File: src/hdl/tgarle_pkg.sv
// Shared types, register indexes and constants for the TGA run-length pixel decoder.
package tgarle_pkg;

   localparam int PIXEL_COUNT_BITS_DEF = 32;
   localparam int CSR_INDEX_BITS       = 2;
   localparam int CSR_DATA_BITS        = 32;

   typedef enum logic [CSR_INDEX_BITS-1:0] {
      CSR_BYTES_PER_PIXEL = 2'd0,
      CSR_COMPRESSED_MODE = 2'd1,
      CSR_FRAME_PIXELS    = 2'd2
   } csr_index_type;

   localparam logic [2:0]  BPP_BGR          = 3'd3;
   localparam logic [2:0]  BPP_BGRA         = 3'd4;
   localparam logic        COMP_RLE         = 1'b1;
   localparam logic [31:0] FRAME_PIXELS_RST = 32'd1;

   localparam logic [7:0]  RUN_HDR_BIAS     = 8'd127;
   localparam logic [7:0]  OPAQUE_ALPHA     = 8'hFF;

   typedef struct packed {
      logic [2:0]  bytes_per_pixel;
      logic        compressed_mode;
      logic [31:0] frame_pixels;
   } cfg_type;

   typedef struct packed {
      logic       vld;
      logic [7:0] data;
   } byte_word_type;

endpackage

File: src/hdl/tgarle_cfg.sv
// Configuration registers written through the plain write port.
module tgarle_cfg
   import tgarle_pkg::*;
(
   input  logic                      clock,
   input  logic                      reset,
   input  logic                      csr_wr_en,
   input  logic [CSR_INDEX_BITS-1:0] csr_index,
   input  logic [CSR_DATA_BITS-1:0]  csr_wdata,
   output cfg_type                   cfg
);

   cfg_type cfg_ff;
   cfg_type cfg_in;

   always_comb begin
      cfg_in = cfg_ff;
      if (csr_wr_en) begin
         case (csr_index)
            CSR_BYTES_PER_PIXEL: cfg_in.bytes_per_pixel = csr_wdata[2:0];
            CSR_COMPRESSED_MODE: cfg_in.compressed_mode = csr_wdata[0];
            CSR_FRAME_PIXELS:    cfg_in.frame_pixels    = csr_wdata[31:0];
            default:             cfg_in = cfg_ff;
         endcase
      end
   end

   always_ff @(posedge clock) begin
      if (reset) begin
         cfg_ff.bytes_per_pixel <= BPP_BGR;
         cfg_ff.compressed_mode <= COMP_RLE;
         cfg_ff.frame_pixels    <= FRAME_PIXELS_RST;
      end else begin
         cfg_ff <= cfg_in;
      end
   end

   assign cfg = cfg_ff;

endmodule

File: src/hdl/tgarle_in_stage.sv
// Input register: holds one accepted byte until the decode stage takes it.
module tgarle_in_stage
   import tgarle_pkg::*;
(
   input  logic          clock,
   input  logic          reset,
   input  logic          req_valid,
   output logic          req_stall,
   input  logic [7:0]    req_data_byte,
   input  logic          take,
   output byte_word_type in_word
);

   logic       vld_ff, vld_in;
   logic [7:0] data_ff;
   logic       accept;

   // stall only when the held word cannot move on this cycle
   assign req_stall = vld_ff && !take;
   assign accept    = req_valid && !req_stall;

   always_comb begin
      vld_in = vld_ff;
      if (accept) begin
         vld_in = 1'b1;
      end else if (take) begin
         vld_in = 1'b0;
      end
   end

   always_ff @(posedge clock) begin
      if (reset) begin
         vld_ff <= 1'b0;
      end else begin
         vld_ff <= vld_in;
      end
   end

   always_ff @(posedge clock) begin
      if (accept) begin
         data_ff <= req_data_byte;
      end
   end

   assign in_word.vld  = vld_ff;
   assign in_word.data = data_ff;

endmodule

File: src/hdl/tgarle_decode.sv
// Packet and pixel decode: state update per byte and the result register.
module tgarle_decode
   import tgarle_pkg::*;
#(
   parameter int PIXEL_COUNT_BITS = PIXEL_COUNT_BITS_DEF
) (
   input  logic          clock,
   input  logic          reset,
   input  cfg_type       cfg,
   input  byte_word_type in_word,
   output logic          take,
   output logic          rsp_valid,
   input  logic          rsp_stall,
   output logic [7:0]    rsp_red,
   output logic [7:0]    rsp_green,
   output logic [7:0]    rsp_blue,
   output logic [7:0]    rsp_alpha,
   output logic [7:0]    rsp_repeat_count,
   output logic          rsp_last_pixel
);

   localparam int PCB = PIXEL_COUNT_BITS;
   localparam logic [PCB-1:0] CNT_ONE = PCB'(1);

   logic           expect_header_ff, expect_header_in;
   logic           run_packet_ff, run_packet_in;
   logic [7:0]     ppl_ff, ppl_in;
   logic [1:0]     bip_ff, bip_in;
   logic [PCB-1:0] done_ff, done_in;
   logic [7:0]     color_ff [3];

   logic           rsp_valid_ff, rsp_valid_in;
   logic [7:0]     red_ff, green_ff, blue_ff, alpha_ff, repeat_ff;
   logic           last_ff;

   logic           out_free;
   logic           four;
   logic [1:0]     last_idx;
   logic           is_header;
   logic           store_byte;
   logic           emit;
   logic [7:0]     b;
   logic [PCB-1:0] frame_raw, frame, remaining, rep_raw_w, rep_w;
   logic [7:0]     rep_raw;
   logic [7:0]     ppl_step;
   logic           last;

   assign out_free = !rsp_valid_ff || !rsp_stall;
   assign take     = in_word.vld && out_free;

   always_comb begin
      b          = in_word.data;
      four       = (cfg.bytes_per_pixel == BPP_BGRA);
      last_idx   = four ? 2'd3 : 2'd2;
      is_header  = cfg.compressed_mode && expect_header_ff;
      store_byte = !is_header && (bip_ff < last_idx);
      emit       = take && !is_header && !store_byte;

      // frame size of zero counts as one pixel
      frame_raw = cfg.frame_pixels[PCB-1:0];
      frame     = (frame_raw == '0) ? CNT_ONE : frame_raw;
      remaining = (done_ff < frame) ? (frame - done_ff) : CNT_ONE;

      if (cfg.compressed_mode && run_packet_ff) begin
         rep_raw = (ppl_ff != 8'd0) ? ppl_ff : 8'd1;
      end else begin
         rep_raw = 8'd1;
      end
      rep_raw_w = PCB'(rep_raw);
      // clip a run to the pixels left in the frame
      rep_w     = (rep_raw_w > remaining) ? remaining : rep_raw_w;
      last      = (rep_raw_w >= remaining);

      if (run_packet_ff) begin
         ppl_step = 8'd0;
      end else if (ppl_ff != 8'd0) begin
         ppl_step = ppl_ff - 8'd1;
      end else begin
         ppl_step = 8'd0;
      end

      expect_header_in = expect_header_ff;
      run_packet_in    = run_packet_ff;
      ppl_in           = ppl_ff;
      bip_in           = bip_ff;
      done_in          = done_ff;

      if (take) begin
         if (is_header) begin
            run_packet_in    = b[7];
            ppl_in           = b[7] ? (b - RUN_HDR_BIAS) : (b + 8'd1);
            expect_header_in = 1'b0;
            bip_in           = 2'd0;
         end else if (store_byte) begin
            bip_in = bip_ff + 2'd1;
         end else begin
            bip_in = 2'd0;
            if (cfg.compressed_mode) begin
               ppl_in = ppl_step;
               if (ppl_step == 8'd0) begin
                  expect_header_in = 1'b1;
               end
            end
            if (last) begin
               done_in          = '0;
               expect_header_in = 1'b1;
               ppl_in           = 8'd0;
               run_packet_in    = 1'b0;
            end else begin
               done_in = done_ff + rep_w;
            end
         end
      end

      rsp_valid_in = rsp_valid_ff;
      if (out_free) begin
         rsp_valid_in = emit;
      end
   end

   always_ff @(posedge clock) begin
      if (reset) begin
         expect_header_ff <= 1'b1;
         run_packet_ff    <= 1'b0;
         ppl_ff           <= 8'd0;
         bip_ff           <= 2'd0;
         done_ff          <= '0;
         rsp_valid_ff     <= 1'b0;
      end else begin
         expect_header_ff <= expect_header_in;
         run_packet_ff    <= run_packet_in;
         ppl_ff           <= ppl_in;
         bip_ff           <= bip_in;
         done_ff          <= done_in;
         rsp_valid_ff     <= rsp_valid_in;
      end
   end

   always_ff @(posedge clock) begin
      if (take && store_byte) begin
         color_ff[bip_ff] <= b;
      end
   end

   // stored order is B, G, R(, A)
   always_ff @(posedge clock) begin
      if (emit) begin
         red_ff    <= four ? color_ff[2] : b;
         green_ff  <= color_ff[1];
         blue_ff   <= color_ff[0];
         alpha_ff  <= four ? b : OPAQUE_ALPHA;
         repeat_ff <= rep_w[7:0];
         last_ff   <= last;
      end
   end

   assign rsp_valid        = rsp_valid_ff;
   assign rsp_red          = red_ff;
   assign rsp_green        = green_ff;
   assign rsp_blue         = blue_ff;
   assign rsp_alpha        = alpha_ff;
   assign rsp_repeat_count = repeat_ff;
   assign rsp_last_pixel   = last_ff;

endmodule

File: src/hdl/tga_rle_pixel_decoder.sv
// Top level of the TGA run-length pixel decoder.
// Bytes pass the input register; the one that ends a pixel loads the result register.
// Throughput: one byte per cycle while the result side does not stall; the input
// register holds one byte while a result waits; later bytes stall until it is taken.
// Reset (synchronous): clears packet, pixel and frame counters and the valid flags,
// and sets 3 bytes per pixel, compressed mode and a one-pixel frame.
module tga_rle_pixel_decoder
   import tgarle_pkg::*;
#(
   parameter int PIXEL_COUNT_BITS = PIXEL_COUNT_BITS_DEF
) (
   input  logic                      clock,
   input  logic                      reset,
   input  logic                      csr_wr_en,
   input  logic [CSR_INDEX_BITS-1:0] csr_index,
   input  logic [CSR_DATA_BITS-1:0]  csr_wdata,
   input  logic                      req_valid,
   output logic                      req_stall,
   input  logic [7:0]                req_data_byte,
   output logic                      rsp_valid,
   input  logic                      rsp_stall,
   output logic [7:0]                rsp_red,
   output logic [7:0]                rsp_green,
   output logic [7:0]                rsp_blue,
   output logic [7:0]                rsp_alpha,
   output logic [7:0]                rsp_repeat_count,
   output logic                      rsp_last_pixel
);

   cfg_type       cfg;
   byte_word_type in_word;
   logic          take;

   tgarle_cfg u_cfg (
      .clock     (clock),
      .reset     (reset),
      .csr_wr_en (csr_wr_en),
      .csr_index (csr_index),
      .csr_wdata (csr_wdata),
      .cfg       (cfg)
   );

   tgarle_in_stage u_in_stage (
      .clock         (clock),
      .reset         (reset),
      .req_valid     (req_valid),
      .req_stall     (req_stall),
      .req_data_byte (req_data_byte),
      .take          (take),
      .in_word       (in_word)
   );

   tgarle_decode #(
      .PIXEL_COUNT_BITS (PIXEL_COUNT_BITS)
   ) u_decode (
      .clock            (clock),
      .reset            (reset),
      .cfg              (cfg),
      .in_word          (in_word),
      .take             (take),
      .rsp_valid        (rsp_valid),
      .rsp_stall        (rsp_stall),
      .rsp_red          (rsp_red),
      .rsp_green        (rsp_green),
      .rsp_blue         (rsp_blue),
      .rsp_alpha        (rsp_alpha),
      .rsp_repeat_count (rsp_repeat_count),
      .rsp_last_pixel   (rsp_last_pixel)
   );

endmodule

File: config.mk
export PLATFORM = sky130hd
export DESIGN_NAME = tga_rle_pixel_decoder
export DESIGN_NICKNAME = d
export VERILOG_FILES = /design/src/hdl/tgarle_pkg.sv /design/src/hdl/tgarle_cfg.sv /design/src/hdl/tgarle_in_stage.sv /design/src/hdl/tgarle_decode.sv /design/src/hdl/tga_rle_pixel_decoder.sv
export SDC_FILE = /design/constraint.sdc
export NUM_CORES = 1
export LEC_CHECK = 0
export BUFFER_PORTS_ARGS = -buffer_cell sky130_fd_sc_hd__buf_2
export CORE_MARGIN = 2
export CORE_UTILIZATION = 50
export DETAILED_ROUTE_END_ITERATION = 8
export PLACE_DENSITY = 0.71
export RECOVER_POWER = 50
export SLEW_MARGIN = 20
export SYNTH_ARGS = -nofsm -noshare
export SYNTH_HDL_FRONTEND = slang
export SYNTH_HIERARCHICAL = 1
export SYNTH_SLANG_ARGS = --single-unit
File: constraint.sdc
create_clock -name clock -period 7.2 [get_ports clock]
set_input_delay 0.36 -clock clock [delete_from_list [all_inputs] [get_ports clock]]
set_output_delay 0.36 -clock clock [all_outputs]
set_load 0.02 [all_outputs]
; ---- Word level (Yosys, flattened, before mapping)
; Memories as Yosys holds them, arrays and structs flattened. A register that Yosys moved wholly into a read port is not among the register bits.
; Cells that the tools add are included.
[word_totals]
regBits = 115
ramBits = 24
input_bits = 47
out_inout_bits = 43
wordCells = 92
mem_count = 1
[mem_list]
columns = name, depth, word_bits, read_ports, rd_clocked_by_memory_dff, write_ports, line_no
row1 = u_decode.color_ff, 3, 8, 3, 2, 1, tgarle_decode.sv:30  ; logic [7:0] color_ff [3];
[op_classes]
addsub = 6
order_cmp = 4
n_eq_ne = 4
muxes = 29
n_bitwise = 2
n_reduce_logical = 31
[op_table]
columns = operator, count
row1 = 32-bit two-way mux, 4
row2 = 8-bit two-way mux, 10
row3 = 32-bit adder, 1
row4 = 8-bit by 32-bit greater-or-equal comparator with 1-bit output, 1
row5 = 8-bit by 32-bit > comparator with 1-bit output, 1
row6 = 32-bit logical NOT, 1
row7 = 32-bit less-than comparator, 1
row8 = 32-bit subtractor, 1
row9 = 1-bit two-way mux, 13
row10 = 1-bit logical AND, 9
row11 = 3-bit AND reduction, 3
row12 = "8-bit by 1-bit adder with 8-bit output, second input constant", 1
row13 = 8-bit logical NOT, 1
row14 = 8-bit nonzero test, 1
row15 = "8-bit by 1-bit subtractor with 8-bit output, second input constant", 1
row16 = "8-bit by 7-bit subtractor with 8-bit output, second input constant", 1
row17 = 1-bit logical NOT, 6
row18 = 2-bit AND reduction, 3
row19 = 3-bit nonzero test, 2
row20 = 2-bit two-way mux, 2
row21 = 4-bit AND reduction, 1
row22 = 2-bit nonzero test, 2
row23 = "3-bit equality test, second input constant", 1
row24 = "2-bit by 1-bit adder with 2-bit output, second input constant", 1
row25 = other kinds (7), 8

; ---- Logic depth before layout (Yosys ltp)
; Gate-level depths: netlist of run 1.
[logic_depth]
ltp_word = 9
mapped_depth = 40
ltp_nobuf = 40

; ---- Modules after synthesis
; Netlist of run 1, hierarchy kept.
[by_module_without_submodules]
columns = mod, n_inst, cells_each, area_each_um2, seq_area_each_um2
row1 = tgarle_decode, 1, 1008, 8562.0, 2852.7
row2 = tgarle_cfg, 1, 156, 1601.5, 720.7
row3 = tgarle_in_stage, 1, 13, 297.8, 260.2

; ---- Worst setup path after synthesis of run 1
; Ideal clock, no wire load.
[synth_path]
path_kind = register to register
from = reg u_cfg.cfg_ff, in the netlist u_cfg/cfg[1]
to = reg u_decode.done_ff[28]
setup_time_ns = 0.073
arrival_ns = 7.036
required_time_ns = 7.127
slack_ns = 0.091
stages_incl_launch_ff = 39
path_buffers = 1
synth_period_minus_slack_ns = 7.109
cell_sequence = dfxtp_1 nor4_1 nand4_1 nor2_1 nor2_1 ha_1 inv_1 fa_1 a211oi_1 o21a_1 o211a_1 o21ai_1 a31oi_1 o21ai_1 a21oi_1 a31oi_2 inv_2 or3_1 [... 3 more ...] o221ai_2 buf_2 a21oi_1 ha_1 inv_1 fa_1 nand3b_1 a21oi_1 o31ai_1 a21oi_1 a41oi_1 o211a_1 a311oi_1 a21o_1 a21oi_1 xnor2_1 nand3_1 a21oi_1
[synth_via]
elab_chain_cells = 8
word_cells_on_any_way = 10
cone_classes = 2 x add/sub / 3 x order compare / 4 x mux / 1 x reduce/logical
[synth_rtl]
columns = element, line_no
row1 = "start, declared", tgarle_cfg.sv:13  ; cfg_type cfg_ff;
row2 = "start signal, assigned", tgarle_cfg.sv:34  ; cfg_ff <= cfg_in;
row3 = 32-bit logical NOT, tgarle_decode.sv:61  ; frame = (frame_raw == '0) ? CNT_ONE : frame_raw;
row4 = 32-bit two-way mux (*), tgarle_decode.sv:61
row5 = 32-bit subtractor or 32-bit less-than comparator (tied branches), tgarle_decode.sv:62  ; remaining = (done_ff < frame) ? (frame - done_ff) : CNT_ONE;
row6 = 32-bit two-way mux (*), tgarle_decode.sv:62
row7 = 8-bit by 32-bit > comparator with 1-bit output, tgarle_decode.sv:71  ; rep_w = (rep_raw_w > remaining) ? remaining : rep_raw_w;
row8 = 32-bit two-way mux (*), tgarle_decode.sv:71
row9 = via u_decode.rep_w[0], tgarle_decode.sv:43  ; logic [PCB-1:0] frame_raw, frame, remaining, rep_raw_w, rep_w;
row10 = 32-bit adder (*), tgarle_decode.sv:110  ; done_in = done_ff + rep_w;
row11 = 32-bit two-way mux (*), tgarle_decode.sv:104  ; if (last) begin
row12 = "end signal, assigned", tgarle_decode.sv:134  ; done_ff <= done_in;
row13 = "end, declared", tgarle_decode.sv:29  ; logic [PCB-1:0] done_ff, done_in;
; Mark *: on every way through the listed nets, which the timed path passes. The rest lies on a longest branch.
; A chain may end at the register's enable or synchronous reset.

; ---- Worst setup path after layout of run 1
[layout_path]
from = reg u_cfg.cfg_ff, in the netlist u_cfg/cfg[18]
to = reg u_decode.done_ff[28]
; Same word-level chain as after synthesis.

==> flow_summary.ini, run 1 <==
[yosys]
synthFlopType = dfxtp_1
avgSynthCellArea_um2 = 8.89
synth.cell_area_mm2 = 0.0105
synth-async-reset-ratio = 0
synth_cell_types = 85
ys_seq_elements = 155
seq_area_frac_synth = 0.366
synth_edf_count = 73
netlist_instances = 1177
synth_warnings = 6

[global_routing]
grt_usage = 0.251
overflow = 0
antenna_found_initial = 0
grt_pass1_wl_mm = 44.3
grt_max_degree = 115
grt_pass1_vias = 8675

[sta]
hold_ws_ns = 0.103
slew_headroom = 0.333
worst_slack_ns = 0.0412
worstMarginPinSlew_ns = 1.00
fmax_mhz = 140
rsz0062_at_grt = yes
layout_worst_path_cycle_share = 0.994
post-route-min-period_ns = 7.16
setup_viol = 0
clock_skew_ns = 0.00947
hold_viol_final = 0
finalMaxSlewViolations = 0

[detailed_routing]
routed_wl_mm = 28.7
wl_per_cell_um = 17.4
antenna_left = 0
drcViolationCount = 0
first_iter_violations = 753
drtPass1Iterations = 5
routed-via-count = 9489
via_per_inst = 5.76

[final_layout]
antenna_cells = 0
layout_common_cells = buf_4 (131), nand2_1 (102), a21oi_1 (97)
largest_register_ffs = 36
nFillCells = 1678
layout.cells.most_common = buf_4
drive_above_1_share = 0.249
nets = 1494
final_util = 0.634
area_growth_pct = 23.5

[clocking]
htreeDepth = 4
hold_buffers = 0
cts_tree = built
clock-sinks = 155
clkSlewWorstSetupHoldPaths_ns = 0.08
cts.path.max_buffers = 2
cts-root-buf = clkbuf_16
clkLatencyLatePin_ns = 0.43
cts-buffers-inserted = 17

[critical_path]
rr_worst_depth = 43
crit_required_ns = 7.55
startpoint_type = register
crit_slowest_cell = or3_4
crit_type = register to register
crit_path_max_fanout = 3
r2r_setup_slack_ns = 0.04
crit_arrival_ns = 7.51
crit_path_frequent_cell = a21oi_2
crit_path_end_kind = register
worst_path_largest_cell_delay_ns = 0.41

[die]
initial_core_util = 0.514
design.core.area_mm2 = 0.0204
dieHeight_um = 149
rows = 52
ios = 90
die-width_um = 149
fp.dieArea_mm2 = 0.0221

[pwr]
pwr-share-seq = 0.359
switching_share = 0.328
switching_power_uw = 877
p_comb_frac = 0.292
p_leak_uw = 0.00546
power_density_mw_per_mm2 = 207
intPower_uw = 1790
ir_worst_vdd_mv = 0.160
power.share.clock = 0.349

[placement]
preCtsSetupSlack_ns = -0.425
dpl.hpwl_mm = 19.6
io_buffers = 89
gp_congestion = 0.946

[hold_path]
whs_path_depth = 1
hp-class = input port to register

[job]
drv_cap = 0

[outcome]
status = finished, final reports clean
[cell families (layout without fill, tap and decap cells)]
| kind of cell | count (synthesis) | after routing | synth area share |
|---|---|---|---|
| multiplexers | 49 | 49 | 0.0480 |
| AND/OR/NAND/NOR | 411 | 411 | 0.203 |
| adder cells (fa/ha/maj) | 82 | 82 | 0.0995 |
| AO/OA/AOI/OAI | 290 | 291 | 0.184 |
| other | 1 | 23 | 0.000358 |
| XOR/XNOR | 46 | 46 | 0.0385 |
| flip-flops | 155 | 155 | 0.366 |
| buffers and inverters | 143 | 321 | 0.0603 |
[per-stage QoR]
stage               std cells  power, uW  setup TNS, ns  cell area, um^2
floorplan                1199       1350              0            10500
finish                   1648       2670              0            12900
CTS                      1631       2520              0            12600
global route             1648       2760          -3.21            12900
global placement         1570       1500         -0.422            11600
detailed placement       1570       1500          -1.96            11600
[power groups by stage]
stage / registers, uW / logic (uW) / clock network, uW
finish: 959 / 779 / 932
global route: 962 / 827 / 977
CTS: 958 / 627 / 938
detailed placement: 977 / 526 / 0
global placement: 976 / 524 / 0
floorplan: 970 / 384 / 0
[synth_stat cells (3+ instances only)]
library cell | number | area share
buf_6 | 9 | 0.0097
clkbuf_1 | 54 | 0.019
o21bai_1 | 8 | 0.0057
a31oi_1 | 5 | 0.0030
o31ai_1 | 6 | 0.0043
or3_1 | 10 | 0.0060
a211oi_1 | 14 | 0.010
buf_1 | 3 | 0.0011
nor2b_1 | 7 | 0.0042
o21ai_2 | 3 | 0.0025
a41oi_1 | 3 | 0.0025
o211ai_1 | 8 | 0.0057
a221oi_1 | 3 | 0.0025
o32ai_1 | 4 | 0.0033
o21a_1 | 10 | 0.0072
a21oi_1 | 108 | 0.052
inv_1 | 59 | 0.021
mux2i_1 | 40 | 0.038
buf_2 | 15 | 0.0072
xor2_1 | 16 | 0.013
and3_1 | 13 | 0.0078
xnor2_1 | 30 | 0.025
nand4_1 | 22 | 0.013
nor3_1 | 18 | 0.0086
and2_1 | 10 | 0.0060
nor4_1 | 14 | 0.0084
nor2_1 | 66 | 0.024
o21ai_1 | 10 | 0.0048
nand2b_1 | 79 | 0.047
edfxtp_1 | 73 | 0.21
mux2_2 | 9 | 0.0097
a22oi_1 | 8 | 0.0057
a311oi_1 | 5 | 0.0042
a21o_1 | 20 | 0.014
nor3b_1 | 3 | 0.0022
o31a_1 | 3 | 0.0025
ha_1 | 80 | 0.096
nand3_1 | 48 | 0.023
a211o_1 | 6 | 0.0050
dfxtp_1 | 82 | 0.16
nand2_1 | 103 | 0.037
o21ai_0 | 38 | 0.018
[routing by layer]
metal | GRT usage | wire length [um] | up-vias
met5 | 0 | 0 | -
met1 | 0.336 | 12800 | 4467
met4 | 0.0810 | 905 | 0
met2 | 0.419 | 13400 | 353
li1 | - | - | 4603
met3 | 0.0374 | 1580 | 66
[layout make-up]
type,instances,area [um^2],share of cell area
Inverter,60,225,0.0174
Clock buffer,17,425,0.0329
Multi-Input combinational cell,902,6330,0.490
Sequential cell,155,3840,0.297
Clock inverter,15,189,0.0146
Tap cell,270,338,0.0262
Timing Repair Buffer,229,1570,0.122
[worst max-delay path, delay by kind of cell, from the launching register on]
kind / cells / cell delay, ns
compound gates: 23 / 3.28
xor+xnor: 1 / 0.15
fa+ha+maj: 5 / 1.18
buf+inv: 7 / 0.78
flops: 1 / 0.34
simple gates: 7 / 1.36
[worst paths after layout]
check                                                       start                                end
worst max-delay path                   u_cfg/cfg[18]$_SDFFE_PP0P_  u_decode/done_ff[28]$_SDFFE_PP0P_
worst min-delay path                             req_data_byte[6]    u_in_stage/data_ff[6]$_DFFE_PP_
worst max register to register         u_cfg/cfg[18]$_SDFFE_PP0P_  u_decode/done_ff[28]$_SDFFE_PP0P_
worst min register to register  u_decode/color_ff[0][5]$_DFFE_PP_     u_decode/rsp_blue[5]$_DFFE_PP_
[timing repair]
action,in CTS,in global routing
gates cloned,0,2
endpoints found under the setup margin,10,43
setup buffers,30,15
pin swaps,29,52
gates resized for setup,26,38
(Power assumes the default switching activity.)
==> inputs of run 2 (changes only) <==
Settings changed: BUFFER_PORTS_ARGS -buffer_cell sky130_fd_sc_hd__buf_2 to unset, DONT_BUFFER_PORTS set to 1, PLACE_DENSITY 0.71 to 0.68, SLEW_MARGIN 20 to unset.
==> run 2 against run 1 <==
Net effect:
- the run now ends with max-capacitance violations, max-slew violations, negative setup slack left
- clock skew up 0.0028 ns
- non-clock buffer count down 127
- die area unchanged
- critical path depth down 2
- via count down 6.3%
- sequential power about the same
- final area down 5.7%
- largest power group unchanged
- count of clock-buffer cells in the layout up 1
- largest cell class unchanged
- cell count down 7.8%
- highest routed layer unchanged
- hold slack worse by 0.086 ns
- core utilization down 3.6 points
- global-route usage down 0.84 points
==> flow_summary.ini, run 2 (synthesis gave the netlist of run 1 again) <==
[global_routing]
antenna_found_initial = 0
grt_usage = 0.242
grt_pass1_wl_mm = 42.4
grt_pass1_vias = 8269
overflow = 0
grt_max_degree = 97

[die]
die-width_um = 149
fp.dieArea_mm2 = 0.0221
initial_core_util = 0.514
rows = 52
design.core.area_mm2 = 0.0204
ios = 90
dieHeight_um = 149

[sta]
tns_ns = -0.0783
rsz0062_at_grt = yes
slew_headroom = -0.257
layout_worst_path_cycle_share = 1.01
worst_slack_ns = -0.0380
finalMaxSlewViolations = 33
hold_viol_final = 0
post-route-min-period_ns = 7.24
setup_viol = 3
worstMarginPinSlew_ns = 1.89
clock_skew_ns = 0.0123
fmax_mhz = 138

[placement]
preCtsSetupSlack_ns = -0.391
io_buffers = 0
dpl.hpwl_mm = 19.7
gp_congestion = 0.960

[clocking]
clkLatencyLatePin_ns = 0.43
clock-sinks = 155
cts.path.max_buffers = 2
htreeDepth = 4
clkSlewWorstSetupHoldPaths_ns = 0.07
cts-buffers-inserted = 17
cts_tree = built
cts-root-buf = clkbuf_16

[critical_path]
worst_path_largest_cell_delay_ns = 0.40
crit_required_ns = 7.56
crit_path_end_kind = register
crit_arrival_ns = 7.60
crit_type = register to register
crit_slowest_cell = or3_4
startpoint_type = register
crit_path_max_fanout = 3
crit_path_frequent_cell = a21oi_2

[detailed_routing]
drcViolationCount = 0
drtPass1Iterations = 5
routed_wl_mm = 27.7
antenna_left = 0
routed-via-count = 8889
wl_per_cell_um = 18.2
via_per_inst = 5.85
first_iter_violations = 681

[final_layout]
layout_common_cells = nand2_1 (101), buf_4 (96), a21oi_1 (94)
largest_register_ffs = 36
drive_above_1_share = 0.176
antenna_cells = 0
layout.cells.most_common = nand2_1
nets = 1366
nFillCells = 1705
area_growth_pct = 16.5

[outcome]
status = finished, violations left
violations = max-capacitance violations, max-slew violations, negative setup slack

[pwr]
p_leak_uw = 0.00489
ir_worst_vdd_mv = 0.151
power_density_mw_per_mm2 = 203

[job]
drv_cap = 1

[hold_path]
hp-class = input port to register
[run 2: layout make-up]
type | instances | area, um^2 | share of cell area
clock buffer | 18 | 429 | 0.0352
clock inverter | 14 | 178 | 0.0146
inverter | 60 | 225 | 0.0185
multi-input combinational | 901 | 6400 | 0.525
sequential | 155 | 3830 | 0.315
tap | 270 | 338 | 0.0277
timing repair buffer | 102 | 778 | 0.0639
[run 2: what timing repair did]
action,4_1_cts,5_1_grt
gates resized for setup,24,47
endpoints found under the setup margin,10,15
pin swaps,18,43
hold buffers,1,1
buffers inserted,6,12
endpoints found under the hold margin,19,10
[run 2: worst paths after layout]
path / slack [ns] / start / end / cells after the start
min reg2reg: 0.42 / u_decode/color_ff[1][2]$_DFFE_PP_ / u_decode/rsp_green[2]$_DFFE_PP_ / 0
max reg2reg: -0.04 / u_cfg/cfg[21]$_SDFFE_PP0P_ / u_decode/done_ff[28]$_SDFFE_PP0P_ / 41
max: -0.04 / u_cfg/cfg[21]$_SDFFE_PP0P_ / u_decode/done_ff[28]$_SDFFE_PP0P_ / 41
min: 0.02 / req_data_byte[6] / u_in_stage/data_ff[6]$_DFFE_PP_ / 0
[run 2: report_power, final]
group          leakage [uW]  total, uW  switching [uW]  internal (uW)
sequential          0.00131        960            20.7            939
clock              0.000291        944             417            527
combinational       0.00329        576             335            241
[run 2: layer usage]
layer | global-route usage | share of wire | wire length (um)
met5 | 0 | 0 | 0
met4 | 0.0724 | 0.026 | 711
met3 | 0.0380 | 0.046 | 1280
met2 | 0.413 | 0.48 | 13400
met1 | 0.319 | 0.44 | 12300
[run 2: worst max-delay path, delay by kind of cell, from the launching register on]
| kind | cells | cell delay (ns) |
|---|---|---|
| DFF | 1 | 0.32 |
| AOI/OAI and AO/OA | 23 | 3.70 |
| adders and majority gates | 5 | 1.15 |
| xor gates and xnor gates | 1 | 0.15 |
| buffers and inverters | 4 | 0.32 |
| and+or+nand+nor | 8 | 1.53 |
[run 2: through the flow]
stage / std cells / hold WS (ns) / power (uW) / utilization / instance area (um^2)
global route: 1520 / 0.000569 / 2580 / 0.598 / 12200
floorplan: 1199 / 0.400 / 1350 / - / 10500
CTS: 1507 / 0.00310 / 2440 / 0.583 / 11900
detailed placement: 1469 / 0.406 / 1480 / 0.546 / 11100
global placement: 1469 / 0.402 / 1480 / 0.546 / 11100
finish: 1520 / 0.0171 / 2480 / 0.598 / 12200
